### src/sv/lidar_scan_packet_decoder_defines.svh
// ----------------------------------------------------------------------------
// lidar scan packet decoder assertion macros
// checks on the decoder's internal logic, compiled out for synthesis
// ----------------------------------------------------------------------------
`ifndef LIDAR_SCAN_PACKET_DECODER_DEFINES_SVH
`define LIDAR_SCAN_PACKET_DECODER_DEFINES_SVH

`ifndef SYNTHESIS
// implication checked on every rising clock edge, suspended while in reset
`define LSPD_ASSERT_IMPL(label, cond, expr) \
    label: assert property (@(posedge aclk) disable iff (!aresetn) (cond) |-> (expr)) \
        else $error("lspd assertion failed");
// next-cycle implication, suspended while in reset
`define LSPD_ASSERT_NEXT(label, cond, expr) \
    label: assert property (@(posedge aclk) disable iff (!aresetn) (cond) |=> (expr)) \
        else $error("lspd assertion failed");
`else
`define LSPD_ASSERT_IMPL(label, cond, expr)
`define LSPD_ASSERT_NEXT(label, cond, expr)
`endif

`endif

### src/sv/lspd_pkg.sv
// ----------------------------------------------------------------------------
// lspd_pkg
// shared types and constants of the lidar scan packet decoder
// ----------------------------------------------------------------------------
package lspd_pkg;

    localparam int ADDR_W = 4;
    localparam int DATA_W = 32;

    localparam logic [15:0] RANGE_MAX_RST  = 16'd48000;
    localparam logic [15:0] RANGE_MIN_RST  = 16'd600;
    localparam logic [8:0]  SCAN_LIMIT_RST = 9'd360;

    localparam logic [14:0] ANGLE_MAX_Q6 = 15'd23040;
    localparam logic [14:0] ANGLE_HALF   = 15'd32;
    localparam logic [8:0]  COUNT_MAX    = 9'd511;

    // bytes of the current packet already held
    localparam logic [2:0] POS_FIRST  = 3'd0;
    localparam logic [2:0] POS_SECOND = 3'd1;
    localparam logic [2:0] POS_THIRD  = 3'd2;
    localparam logic [2:0] POS_FOURTH = 3'd3;
    localparam logic [2:0] POS_LAST   = 3'd4;

    typedef enum logic [1:0] {
        REG_RANGE_MAX  = 2'd0,
        REG_RANGE_MIN  = 2'd1,
        REG_SCAN_LIMIT = 2'd2
    } reg_idx_t;

    typedef enum logic [1:0] {
        ACT_DISCARD = 2'd0,
        ACT_STORE   = 2'd1,
        ACT_CLOSE   = 2'd2
    } action_t;

    typedef struct packed {
        logic [15:0] range_max_raw;
        logic [15:0] range_min_raw;
        logic [8:0]  scan_limit;
    } cfg_t;

endpackage

### src/sv/lspd_cfg_regs.sv
// ----------------------------------------------------------------------------
// lspd_cfg_regs
// apb register file holding the range limits and the scan measurement limit
// ----------------------------------------------------------------------------
module lspd_cfg_regs (
    input  logic                       aclk,
    input  logic                       aresetn,
    input  logic                       psel,
    input  logic                       penable,
    input  logic                       pwrite,
    input  logic [lspd_pkg::ADDR_W-1:0] paddr,
    input  logic [lspd_pkg::DATA_W-1:0] pwdata,
    output logic [lspd_pkg::DATA_W-1:0] prdata,
    output lspd_pkg::cfg_t             cfg
);
    import lspd_pkg::*;

    cfg_t       cfg_reg;
    cfg_t       cfg_next;
    logic       wr_en;
    logic [1:0] reg_idx;

    assign wr_en   = psel && penable && pwrite;
    assign reg_idx = paddr[3:2];

    always_comb begin
        cfg_next = cfg_reg;
        if (wr_en) begin
            unique case (reg_idx)
                REG_RANGE_MAX:  cfg_next.range_max_raw = pwdata[15:0];
                REG_RANGE_MIN:  cfg_next.range_min_raw = pwdata[15:0];
                REG_SCAN_LIMIT: cfg_next.scan_limit    = pwdata[8:0];
                default:        cfg_next = cfg_reg;
            endcase
        end
    end

    always_comb begin
        unique case (reg_idx)
            REG_RANGE_MAX:  prdata = {16'd0, cfg_reg.range_max_raw};
            REG_RANGE_MIN:  prdata = {16'd0, cfg_reg.range_min_raw};
            REG_SCAN_LIMIT: prdata = {23'd0, cfg_reg.scan_limit};
            default:        prdata = '0;
        endcase
    end

    always_ff @(posedge aclk) begin
        if (!aresetn) begin
            cfg_reg.range_max_raw <= RANGE_MAX_RST;
            cfg_reg.range_min_raw <= RANGE_MIN_RST;
            cfg_reg.scan_limit    <= SCAN_LIMIT_RST;
        end else begin
            cfg_reg <= cfg_next;
        end
    end

    assign cfg = cfg_reg;

endmodule

### src/sv/lidar_scan_packet_decoder.sv
// ----------------------------------------------------------------------------
// lidar_scan_packet_decoder
// assembles 5-byte lidar scan packets from serial bytes and classifies them
// ----------------------------------------------------------------------------
// result: the result of a packet is registered and valid in the cycle after its fifth byte
// throughput: one byte per cycle; the result register frees in the cycle it is
// taken, so bytes keep flowing while m_ready is high
// reset (aresetn low, synchronous): hunting restarts at the first pair byte,
// the measurement count clears and the registers return to their defaults
// ----------------------------------------------------------------------------
`include "lidar_scan_packet_decoder_defines.svh"

module lidar_scan_packet_decoder (
    input  logic                        aclk,
    input  logic                        aresetn,
    // byte input
    input  logic                        s_valid,
    output logic                        s_ready,
    input  logic [7:0]                  s_rx_byte,
    // decoded packet
    output logic                        m_valid,
    input  logic                        m_ready,
    output logic [1:0]                  m_action,
    output logic [8:0]                  m_angle_bin,
    output logic [15:0]                 m_distance_raw,
    output logic [5:0]                  m_quality,
    output logic                        m_start_flag,
    // configuration
    input  logic                        psel,
    input  logic                        penable,
    input  logic                        pwrite,
    input  logic [lspd_pkg::ADDR_W-1:0] paddr,
    input  logic [lspd_pkg::DATA_W-1:0] pwdata,
    output logic [lspd_pkg::DATA_W-1:0] prdata,
    output logic                        pready
);
    import lspd_pkg::*;

    cfg_t cfg;

    logic [2:0]  pos_reg, pos_next;
    logic [31:0] pkt_reg, pkt_next;
    logic [8:0]  count_reg, count_next;

    logic        m_valid_reg, m_valid_next;
    action_t     act_reg, act_next;
    logic [8:0]  bin_reg, bin_next;
    logic [15:0] dist_reg, dist_next;
    logic [5:0]  qual_reg, qual_next;
    logic        flag_reg, flag_next;

    logic        accept;
    logic        pkt_done;
    logic [7:0]  b0;
    logic [14:0] angle_q6;
    logic [14:0] angle_round;
    logic        angle_ok;
    logic        in_range;
    logic        do_close;
    logic        do_store;

    lspd_cfg_regs u_cfg (
        .aclk    (aclk),
        .aresetn (aresetn),
        .psel    (psel),
        .penable (penable),
        .pwrite  (pwrite),
        .paddr   (paddr),
        .pwdata  (pwdata),
        .prdata  (prdata),
        .cfg     (cfg)
    );

    assign pready  = 1'b1;
    assign s_ready = !m_valid_reg || m_ready;
    assign accept  = s_valid && s_ready;
    assign pkt_done = (pos_reg == POS_LAST);

    // packet decode, last byte is the high distance byte
    // rounding can only wrap for angles that are out of range anyway
    assign b0          = pkt_reg[7:0];
    assign angle_q6    = {pkt_reg[23:16], pkt_reg[15:9]};
    assign angle_round = angle_q6 + ANGLE_HALF;
    assign angle_ok    = (angle_q6 <= ANGLE_MAX_Q6);
    assign dist_next   = {s_rx_byte, pkt_reg[31:24]};
    assign qual_next   = b0[7:2];
    assign flag_next   = b0[0];
    assign bin_next    = angle_ok ? angle_round[14:6] : 9'd0;

    assign in_range = (dist_next <= cfg.range_max_raw);
    assign do_close = angle_ok &&
                      ((flag_next && in_range) || (count_reg >= cfg.scan_limit));
    assign do_store = angle_ok && !do_close && !flag_next && (dist_next != 16'd0) &&
                      in_range && (dist_next >= cfg.range_min_raw);

    always_comb begin
        if (do_close) begin
            act_next = ACT_CLOSE;
        end else if (do_store) begin
            act_next = ACT_STORE;
        end else begin
            act_next = ACT_DISCARD;
        end
    end

    // byte assembly and pair hunting
    always_comb begin
        pos_next   = pos_reg;
        pkt_next   = pkt_reg;
        count_next = count_reg;
        if (accept) begin
            unique case (pos_reg)
                POS_FIRST: begin
                    pkt_next[7:0] = s_rx_byte;
                    pos_next      = POS_SECOND;
                end
                POS_SECOND: begin
                    pkt_next[15:8] = s_rx_byte;
                    // check bit set and start bit differs from its inverse
                    pos_next = (s_rx_byte[0] && (b0[0] ^ b0[1])) ? POS_THIRD : POS_FIRST;
                end
                POS_THIRD: begin
                    pkt_next[23:16] = s_rx_byte;
                    pos_next        = POS_FOURTH;
                end
                POS_FOURTH: begin
                    pkt_next[31:24] = s_rx_byte;
                    pos_next        = POS_LAST;
                end
                POS_LAST: begin
                    pos_next = POS_FIRST;
                    if (do_close) begin
                        count_next = 9'd0;
                    end else if (do_store && (count_reg != COUNT_MAX)) begin
                        count_next = count_reg + 9'd1;
                    end
                end
                default: begin
                    // out-of-range position restarts the hunt with this byte
                    pkt_next[7:0] = s_rx_byte;
                    pos_next      = POS_SECOND;
                end
            endcase
        end
    end

    always_comb begin
        m_valid_next = m_valid_reg && !m_ready;
        if (accept && pkt_done) begin
            m_valid_next = 1'b1;
        end
    end

    always_ff @(posedge aclk) begin
        if (!aresetn) begin
            pos_reg     <= POS_FIRST;
            pkt_reg     <= '0;
            count_reg   <= '0;
            m_valid_reg <= 1'b0;
        end else begin
            pos_reg     <= pos_next;
            pkt_reg     <= pkt_next;
            count_reg   <= count_next;
            m_valid_reg <= m_valid_next;
        end
    end

    always_ff @(posedge aclk) begin
        if (accept && pkt_done) begin
            act_reg  <= act_next;
            bin_reg  <= bin_next;
            dist_reg <= dist_next;
            qual_reg <= qual_next;
            flag_reg <= flag_next;
        end
    end

    assign m_valid        = m_valid_reg;
    assign m_action       = act_reg;
    assign m_angle_bin    = bin_reg;
    assign m_distance_raw = dist_reg;
    assign m_quality      = qual_reg;
    assign m_start_flag   = flag_reg;

    // only the fifth byte of a packet yields a request
    `LSPD_ASSERT_NEXT(a_no_result_mid_packet, accept && !pkt_done && m_ready, !m_valid_reg)
    // closing a scan clears the measurement count
    `LSPD_ASSERT_NEXT(a_close_clears_count, accept && pkt_done && do_close, count_reg == 9'd0)
    // a stored measurement advances the count unless saturated
    `LSPD_ASSERT_NEXT(a_store_counts,
        accept && pkt_done && do_store && (count_reg != COUNT_MAX),
        count_reg == $past(count_reg) + 9'd1)
    // the hunt never leaves the five packet positions
    `LSPD_ASSERT_IMPL(a_pos_bounded, 1'b1, pos_reg <= POS_LAST)

endmodule
### config.mk
export PLATFORM = sky130hd
export DESIGN_NAME = lidar_scan_packet_decoder
export DESIGN_NICKNAME = d
export VERILOG_FILES = /design/src/sv/lspd_pkg.sv /design/src/sv/lspd_cfg_regs.sv /design/src/sv/lidar_scan_packet_decoder.sv
export VERILOG_INCLUDE_DIRS = /design/src /design/src/sv
export SDC_FILE = /design/constraint.sdc
export NUM_CORES = 1
export LEC_CHECK = 0
export BUFFER_PORTS_ARGS = -buffer_cell sky130_fd_sc_hd__buf_2
export CORE_ASPECT_RATIO = 1.5
export CORE_MARGIN = 5
export CORE_UTILIZATION = 40
export DETAILED_ROUTE_END_ITERATION = 8
export GPL_TIMING_DRIVEN = 0
export PLACE_DENSITY = 0.63
export SETUP_SLACK_MARGIN = 0.05
export SYNTH_ARGS = -nofsm -noshare
export SYNTH_HDL_FRONTEND = slang
export SYNTH_SLANG_ARGS = --single-unit
### constraint.sdc
create_clock -name aclk -period 2.9 [get_ports aclk]
set_clock_uncertainty 0.05 [all_clocks]
set_input_delay 0.29 -clock aclk [delete_from_list [all_inputs] [get_ports aclk]]
set_output_delay 0.29 -clock aclk [all_outputs]
set_load 0.05 [all_outputs]
==> results of run 1 <==
[synth_stat cells, types with 4 or more instances]
library cell	count	area share, %
a21oi_1	61	5.0
mux2i_1	32	5.2
nand2b_1	5	0.51
dfxtp_1	85	28
o21ai_0	14	1.1
nor4_1	8	0.82
o311ai_0	5	0.72
xor2_1	4	0.57
clkbuf_1	24	1.5
nor2b_1	5	0.51
inv_1	45	2.8
and3_1	6	0.61
a21o_1	5	0.61
nand2_1	116	7.1
edfxtp_1	34	17
o211ai_1	14	1.7
nor2_1	51	3.1
nand4_1	9	0.92
nand3_1	38	3.1
xnor2_1	5	0.72
buf_4	17	2.1
ha_1	44	9.0
[cell usage in the layout, fill, tap and decap left out, types with 6 or more instances in the layout]
| cell type | n |
|---|---|
| ha_1 | 40 |
| mux2i_1 | 32 |
| conb_1 | 17 |
| nand2_1 | 115 |
| nand4_1 | 9 |
| and3_1 | 6 |
| nand3_1 | 38 |
| buf_2 | 85 |
| edfxtp_1 | 34 |
| clkbuf_16 | 17 |
| dfxtp_1 | 78 |
| o21ai_0 | 14 |
| inv_1 | 44 |
| o211ai_1 | 14 |
| clkbuf_1 | 25 |
| nor4_1 | 8 |
| a21oi_1 | 61 |
| nor2_1 | 51 |
| dfxtp_2 | 7 |
| buf_4 | 22 |
[power groups by stage]
stage,Clock [mW],Sequential [mW],Combinational (mW)
floorplan,0,1.78,0.274
global placement,0,1.78,0.389
detailed placement,0,1.79,0.391
CTS,2.20,1.75,0.398
global route,2.27,1.75,0.447
finish,2.17,1.75,0.414
[metrics by stage]
step / std cells / area [um2] / TNS [ns] / worst slack, ns
floorplan: 696 / 6170 / 0 / 0.1384
global placement: 979 / 6839 / -0.3176 / -0.09383
detailed placement: 979 / 6839 / -0.6704 / -0.1176
CTS: 1013 / 7466 / 0 / 0.07417
global route: 1016 / 7602 / -0.07308 / -0.04235
finish: 1016 / 7602 / 0 / 0.1019
[area by class of cell]
cell class / instances / area [um2]
Fill cell: 1469 / 7468
Multi-Input combinational cell: 485 / 3117
Sequential cell: 119 / 2731
Timing Repair Buffer: 89 / 457.9
Clock buffer: 18 / 429.2
Buffer: 46 / 260.3
Tap cell: 199 / 249.0
Clock inverter: 14 / 182.7
Inverter: 46 / 175.2
[critical path, cell delays in order (launching register included)]
cell and delay (ns):
dfxtp_2 0.34, inv_1 0.06, ha_1 0.32, nand4_1 0.20, nor2_1 0.06, a221o_1 0.40, o31a_2 0.35, a2111oi_4 0.43
buf_4 0.22, o211ai_1 0.08, nor3b_1 0.15
[cell families (layout without fill, tap and decap cells)]
family,Yosys count,after routing,synth area share (%)
AND/OR/NAND/NOR,258,258,19.36
AO/OA/AOI/OAI,125,125,13.44
flip-flops,119,119,44.59
buffers and inverters,92,213,6.926
adder cells (fa/ha/maj),44,44,9.016
multiplexers,32,32,5.246
XOR/XNOR,9,9,1.291
other,2,17,0.1230
[timing repair]
action	4_1_cts	5_1_grt
setup buffers	2	3
resized for setup	0	23
pin swaps	2	6
endpoints found under the setup margin	9	9
[worst paths after layout]
path	to	cells after the start	from
max	count_reg[0]$_SDFFE_PN0P_	10	u_cfg.cfg[35]$_SDFFE_PN0P_
min	u_cfg.cfg[38]$_SDFFE_PN1P_	3	pwdata[13]
max reg2reg	count_reg[0]$_SDFFE_PN0P_	10	u_cfg.cfg[35]$_SDFFE_PN0P_
min reg2reg	m_quality[1]$_DFFE_PP_	0	pkt_reg[3]$_SDFFE_PN0P_
[layer usage]
layer,global-route usage (%),part of all wire [%],wire length (um),up-vias
met3,3.561,5.1,846,24
li1,-,-,-,2621
met4,7.059,2.0,328,0
met1,21.62,42,6864,2433
met2,32.60,51,8428,178
met5,0,0,0,-
==> reports/metrics.cfg, run 1 <==
[flow_run]
maxCapViolCount = 0

[power_and_ir_drop]
p_sw_mw = 1.049
pwr-share-clk_pct = 50.1
power_frac_seq_pct = 40.4
p_int_mw = 3.290
ir_drop_v = 0.0003395
comb_power_share_pct = 9.5
powerDensity_nw_per_um2 = 570.7
power_mw = 4.339
p_sw_share_pct = 24.18
power.leakage_nw = 3.209

[clocking]
htreeDepth = 4
cts_buffers = 17
holdBufCountCts = 0
clk_pin_slew_worst_paths_ns = 0.06
cts.path.max_buffers = 2
cts_tree = yes
clock-root-buffer = clkbuf_16
clkSinkCount = 119
clkLatencyLatePin_ns = 0.42

[detailed_routing]
avgRoutedWirePerCell_um = 16.21
wirelength_mm = 16.47
drc = 0
first_iter_violations = 232
routed-via-count = 5256
ant_nets = 0
dr.pass1.iters = 5
vias_per_cell = 5.173

[timing]
slew_viol_final = 0
fmax_ghz = 0.3574
finalSetupViolCount = 0
finalHoldViolCount = 0
period_needed_ns = 2.798
maxSlewHeadroom_pct = 43.67
worst_slew_pin_slew_ns = 0.8378
rsz0062_at_grt = yes
post-route-period-util_pct = 96.49
hold_slack_ns = 0.07803

[finish]
layout.nets = 899
diodes = 0
post-route-util_pct = 50.44
syn2layout_area_growth_pct = 24.51
largest_reg_flops = 41
drive_gt1_share_pct = 20.81

[setup_path]
crit_type = reg -> reg
start_kind = register
end_kind = register
cp_max_fo = 6
r2r_setup_slack_ns = 0.10
critPathArrivalTime_ns = 3.03
cp.required_ns = 3.13

[global_route]
grt_first_pass_wirelength_mm = 25.88
grt_usage_pct = 18.29
antenna_found_initial = 0
overflow = 0
grt_max_degree = 44
first_global_vias = 5029

[placement]
portBuffers = 84
routabilityCongestion = 0.8579
dp_hpwl_mm = 12.25

[synth]
synth_edf_count = 34
yosysWarnings = 0
syn_avg_cell_area_um2 = 8.966
yosys.cell_types.count = 60
synth_area_um2 = 6106
synth_ff_type = dfxtp_1
async_flop_share_pct = 0
synth_seq_area_share_pct = 44.59
syn_inst = 681
synth_seq_cells = 119

[floorplan]
pin_count = 120
initial_core_util_pct = 40.51
core_area_um2 = 15070
die_h_um = 161.3
die_w_um = 110.9
fp.dieArea_um2 = 17890
num_rows = 55

[status]
status = finished, final reports clean

[min_path]
min_path_type = in -> reg

Power figures use the tool's default switching activity.
==> run 2: changes to the inputs <==
==> constraint.sdc (replaced) <==
create_clock -name aclk -period 2.9 [get_ports aclk]
set_clock_uncertainty 0.05 [all_clocks]
set_input_delay 0.58 -clock aclk [delete_from_list [all_inputs] [get_ports aclk]]
set_output_delay 0.58 -clock aclk [all_outputs]
set_load 0.05 [all_outputs]
==> run 2 against run 1 <==
Sequential cell count unchanged. Combinational power hardly changed. Via count is essentially flat. Wire length is 0.37% higher. Total power down 0.27%. First-iteration DRC count unchanged. Register-to-register slack hardly changed. Fmax is 0.12% higher. Non-clock buffer count shrank 1. Clock-buffer cell count is 1 lower. Critical endpoint unchanged.
==> reports/metrics.cfg, run 2 (synthesized netlist as in run 1, its figures left out) <==
[status]
status = finished, final reports clean

[floorplan]
pin_count = 120
initial_core_util_pct = 40.51
die_h_um = 161.3
num_rows = 55
die_w_um = 110.9
fp.dieArea_um2 = 17890
core_area_um2 = 15070

[clocking]
clkSinkCount = 119
clk_pin_slew_worst_paths_ns = 0.06
htreeDepth = 4
holdBufCountCts = 0
cts_buffers = 17
clock-root-buffer = clkbuf_16
cts_tree = yes
cts.path.max_buffers = 2
clkLatencyLatePin_ns = 0.42

[power_and_ir_drop]
p_sw_mw = 1.161
p_sw_share_pct = 26.84
powerDensity_nw_per_um2 = 567.8
power.leakage_nw = 3.207
ir_drop_v = 0.0003735
p_int_mw = 3.166
comb_power_share_pct = 9.6
pwr-share-clk_pct = 49.9
power_frac_seq_pct = 40.4

[setup_path]
end_kind = register
cp_max_fo = 6
critPathArrivalTime_ns = 3.03
cp.required_ns = 3.13
crit_type = reg -> reg
start_kind = register

[finish]
seq_area_um2 = 2729
fill_cells = 1467
layout_commonest_cell = nand2_1
post-route-util_pct = 50.56
drive_gt1_share_pct = 21.45
layout.nets = 898
diodes = 0
largest_reg_flops = 41
multi_input_area_um2 = 3144
final_cell_mix = 115 x nand2_1, 86 x buf_2, 80 x dfxtp_1, 59 x a21oi_1, 51 x nor2_1
syn2layout_area_growth_pct = 24.80

[global_route]
grt_max_degree = 44
first_global_vias = 5177
grt_first_pass_wirelength_mm = 26.21
overflow = 0
grt_usage_pct = 18.41
antenna_found_initial = 0

[timing]
post-route-period-util_pct = 96.37
period_needed_ns = 2.795
rsz0062_at_grt = yes
worst_slew_pin_slew_ns = 0.8660
maxSlewHeadroom_pct = 41.78
finalSetupViolCount = 0
slew_viol_final = 0
setup-tns-final_ns = 0
fmax_ghz = 0.3578
finalHoldViolCount = 0

[detailed_routing]
wirelength_mm = 16.53
drc = 0
vias_per_cell = 5.182
dr.pass1.iters = 7
first_iter_violations = 232
ant_nets = 0
routed-via-count = 5260
avgRoutedWirePerCell_um = 16.28

[min_path]
min_path_type = in -> reg

[flow_run]
maxCapViolCount = 0

[placement]
portBuffers = 84
routabilityCongestion = 0.8583
dp_hpwl_mm = 12.34

-- run 2: changes by cell type in the layout (fill, tap and decap cells not counted), moves of 3 or more --
cell and delta:
inv_8 +3, ha_1 -4, clkbuf_1 -4, inv_6 +7, o21ai_0 -4, ha_4 +4
o21ai_1 +5, clkinv_2 -3
-- run 2: path summary, 6_finish.rpt --
kind,start,to,slack [ns],cells after the start
hold / removal,pwdata[10],u_cfg.cfg[35]$_SDFFE_PN0P_,0.36,3
hold reg to reg,pkt_reg[3]$_SDFFE_PN0P_,m_quality[1]$_DFFE_PP_,0.38,0
setup reg to reg,pkt_reg[29]$_SDFFE_PN0P_,count_reg[0]$_SDFFE_PN0P_,0.11,9
setup / recovery,pkt_reg[29]$_SDFFE_PN0P_,count_reg[0]$_SDFFE_PN0P_,0.11,9
-- run 2: power by group through the flow --
stage | logic (mW) | registers [mW] | clock network [mW]
3_5_place_dp | 0.391 | 1.79 | 0
2_1_floorplan | 0.275 | 1.78 | 0
6_report | 0.416 | 1.75 | 2.16
5_1_grt | 0.451 | 1.75 | 2.26
4_1_cts | 0.397 | 1.75 | 2.19
3_3_place_gp | 0.389 | 1.78 | 0
-- run 2: area by class of cell --
| class | instances | area share, % |
|---|---|---|
| Clock buffer | 17 | 5.583 |
| Timing Repair Buffer | 89 | 5.977 |
| Sequential cell | 119 | 35.81 |
| Inverter | 46 | 2.299 |
| Buffer | 45 | 3.448 |
| Multi-Input combinational cell | 485 | 41.26 |
| Tap cell | 199 | 3.268 |
| Clock inverter | 15 | 2.348 |
-- run 2: metal layers --
metal / share of wire (%) / global-route usage [%]
met5: 0 / 0
met2: 51 / 33.59
met1: 41 / 20.54
met3: 5.0 / 3.861
met4: 2.9 / 7.955
-- run 2: what timing repair did --
action / 4_1_cts / 5_1_grt
gates cloned: 0 / 1
pin swaps: 2 / 6
setup endpoints to repair: 13 / 10
gates resized for setup: 1 / 23
buffers inserted: 2 / 2
-- run 2: through the flow --
step / cells / cell area [um2] / hold slack, ns / setup slack (ns) / power, mW
3_5_place_dp: 979 / 6842 / 0.3693 / -0.4484 / 2.177
2_1_floorplan: 696 / 6172 / 0.3580 / 0.07638 / 2.054
6_report: 1015 / 7620 / 0.3601 / 0.1053 / 4.327
3_3_place_gp: 979 / 6842 / 0.3637 / -0.4010 / 2.174
5_1_grt: 1015 / 7620 / 0.3711 / -0.01602 / 4.466
4_1_cts: 1013 / 7462 / 0.3586 / 0.06006 / 4.335
-- run 2: critical path, cell delays in order, from the launching register on --
cell and delay [ns]:
dfxtp_1 0.48, ha_4 0.26, a21oi_2 0.14, o21ai_0 0.09, a221o_1 0.37, o31a_2 0.41
a2111oi_4 0.42, buf_4 0.22, o211ai_1 0.08, nor3b_1 0.15
==> run 3: changes to the inputs <==
SYNTH_HIERARCHICAL = 1   (was not set)
==> run 3 against run 2 <==
The run now ends with setup timing left. Setup slack got worse by 0.22 ns. Register-to-register slack got worse by 0.22 ns. Sequential power about the same. Global-route usage decreased by 0.41 points. Hold slack improved by 0.0093 ns. Critical path type unchanged. Largest cell class unchanged. Highest routed layer unchanged.
==> reports/metrics.cfg, run 3 <==
[status]
status = finished with violations
violations = setup timing

[timing]
slew_viol_final = 0
period_needed_ns = 3.017
fmax_ghz = 0.3315
rsz0062_at_grt = yes
finalSetupViolCount = 6
worst_slew_pin_slew_ns = 0.8807
maxSlewHeadroom_pct = 41.07
post-route-period-util_pct = 104.0
hold_slack_ns = 0.3694
worst_slack_ns = -0.1165
finalHoldViolCount = 0
setup-tns-final_ns = -0.3778

[synth]
synth_seq_area_share_pct = 43.81
yosys.area.top_type = dfxtp_1
yosys.area_share.xor_xnor_pct = 1.268
muxShareOfSynthArea_pct = 13.23
synth-simple-area-share_pct = 15.93
synth_ff_type = dfxtp_1
synth_top_family_by_area = simple AND/OR/NAND/NOR gates
synth_seq_cells = 119
async_flop_share_pct = 0
ys_top_cells_by_area = dfxtp_1 27%, edfxtp_1 16%, mux2i_1 13%
synth_common_cells = 85 x dfxtp_1, 81 x mux2i_1, 80 x nand2_1, 59 x nor2_1, 54 x inv_1
syn_avg_cell_area_um2 = 9.546
yosysMostFrequentCell = dfxtp_1
synth_edf_count = 34
syn_inst = 651
synth-compound-area-share_pct = 8.758
synth_area_um2 = 6215
yosys.cell_types.count = 61
synth_top_area_share_pct = 27.38
yosysWarnings = 6
synthAdderAreaFrac_pct = 8.858

[floorplan]
fp.dieArea_um2 = 18180
die_h_um = 162.7
num_rows = 55
initial_core_util_pct = 40.86
die_w_um = 111.8
pin_count = 120
core_area_um2 = 15210

[placement]
routabilityCongestion = 0.8202
dp_hpwl_mm = 12.20
place_ws_ns = -0.6311
portBuffers = 82

[setup_path]
end_kind = register
start_kind = register
cp_max_fo = 5
cp.required_ns = 3.21
crit_type = reg -> reg
critPathArrivalTime_ns = 3.32

[finish]
layout_commonest_cell = buf_2
drive_gt1_share_pct = 26.08
layout.nets = 872
post-route-util_pct = 51.81
largest_reg_flops = 41
diodes = 0
fill_cells = 1332
final_cell_mix = 84 x buf_2, 81 x mux2i_1, 80 x nand2_1, 74 x dfxtp_1, 59 x nor2_1
syn2layout_area_growth_pct = 26.80

[clocking]
htreeDepth = 4
cts_tree = yes
clkSinkCount = 119
clock-root-buffer = clkbuf_16
holdBufCountCts = 0
cts.path.max_buffers = 2
cts_buffers = 17
clkLatencyLatePin_ns = 0.42
clk_pin_slew_worst_paths_ns = 0.06

[global_route]
overflow = 0
grt_usage_pct = 17.99
grt_first_pass_wirelength_mm = 26.24
antenna_found_initial = 0
grt_max_degree = 38
first_global_vias = 5257

[detailed_routing]
dr.pass1.iters = 4
ant_nets = 0
vias_per_cell = 5.147
first_iter_violations = 152
drc = 0
routed-via-count = 5090
wirelength_mm = 16.10
avgRoutedWirePerCell_um = 16.28

[power_and_ir_drop]
ir_drop_v = 0.0003580
powerDensity_nw_per_um2 = 558.1
power.leakage_nw = 3.470

[flow_run]
maxCapViolCount = 0

[min_path]
min_path_type = in -> reg

-- run 3: cell count changes after synthesis, sizes merged, moves of 6 or more --
cell,before,now
mux2i,32,81
a21oi,61,17
nand2,116,80
nand3,38,14
nor2b,5,17
buf,21,30
inv,46,54
nor2,51,59
and3,6,0
clkbuf,24,18
o311ai,6,0
-- run 3: per-stage QoR --
stage | instances | power, mW | cell area (um2)
4_1_cts | 990 | 4.433 | 7843
5_1_grt | 989 | 4.551 | 7880
3_5_place_dp | 947 | 2.170 | 7034
2_1_floorplan | 666 | 2.055 | 6375
6_report | 989 | 4.398 | 7880
3_3_place_gp | 947 | 2.160 | 7034
-- run 3: kinds of logic after synthesis --
kind of cell / after synthesis
AND/OR/NAND/NOR: 211
flip-flops: 119
buffers and inverters: 102
AO/OA/AOI/OAI: 82
multiplexers: 82
adder cells (fa/ha/maj): 44
XOR/XNOR: 9
other: 2
-- run 3: power breakdown --
group | leakage (nW) | internal [mW] | switching [mW] | total, mW
clock network | 0.305 | 1.45 | 0.790 | 2.24
registers | 1.04 | 1.73 | 0.0178 | 1.75
logic | 2.13 | 0.144 | 0.272 | 0.416
total | 3.47 | 3.32 | 1.08 | 4.40
-- run 3: final timing paths --
| kind | from | endpoint | slack [ns] | cells past startpoint |
|---|---|---|---|---|
| worst max-delay path | u_cfg/cfg[34]$_SDFFE_PN1P_ | count_reg[3]$_SDFFE_PN0P_ | -0.12 | 11 |
| worst min-delay path | pwdata[15] | u_cfg/cfg[24]$_SDFFE_PN0P_ | 0.37 | 3 |
| worst max register to register | u_cfg/cfg[34]$_SDFFE_PN1P_ | count_reg[3]$_SDFFE_PN0P_ | -0.12 | 11 |
| worst min register to register | pkt_reg[3]$_SDFFE_PN0P_ | m_quality[1]$_DFFE_PP_ | 0.38 | 0 |
-- run 3: what timing repair did --
action,CTS,global route
buffers inserted,11,0
endpoints found under the setup margin,9,9
pin swaps,12,11
resized for setup,29,14
-- run 3: routing by layer --
layer | wire length, um | up-vias | global-route usage (%)
met1 | 6477 | 2415 | 19.20
met3 | 786 | 39 | 3.903
met5 | 0 | - | 0
met2 | 8336 | 151 | 33.08
met4 | 504 | 0 | 9.076
li1 | - | 2485 | -
-- run 3: worst max-delay path: stages (launching register included) --
cell,delay [ns]
dfxtp_2,0.35
inv_2,0.05
ha_4,0.23
a21oi_2,0.14
o21ai_1,0.08
a221o_1,0.40
o31a_1,0.33
or2_0,0.22
buf_4,0.15
or4_4,0.44
or4_4,0.43
nand3_2,0.08
-- run 3: area by class of cell --
| type | count | area [um2] | area share (%) |
|---|---|---|---|
| multi-input cells | 445 | 3259 | 41.36 |
| flip-flops and latches | 119 | 2739 | 34.76 |
| repair buffers | 93 | 501.7 | 6.367 |
| clock buffers | 18 | 429.2 | 5.446 |
| plain buffers | 47 | 294.0 | 3.731 |
| well taps | 199 | 249.0 | 3.160 |
| inverters | 54 | 209.0 | 2.652 |
| clock inverters | 14 | 198.9 | 2.525 |
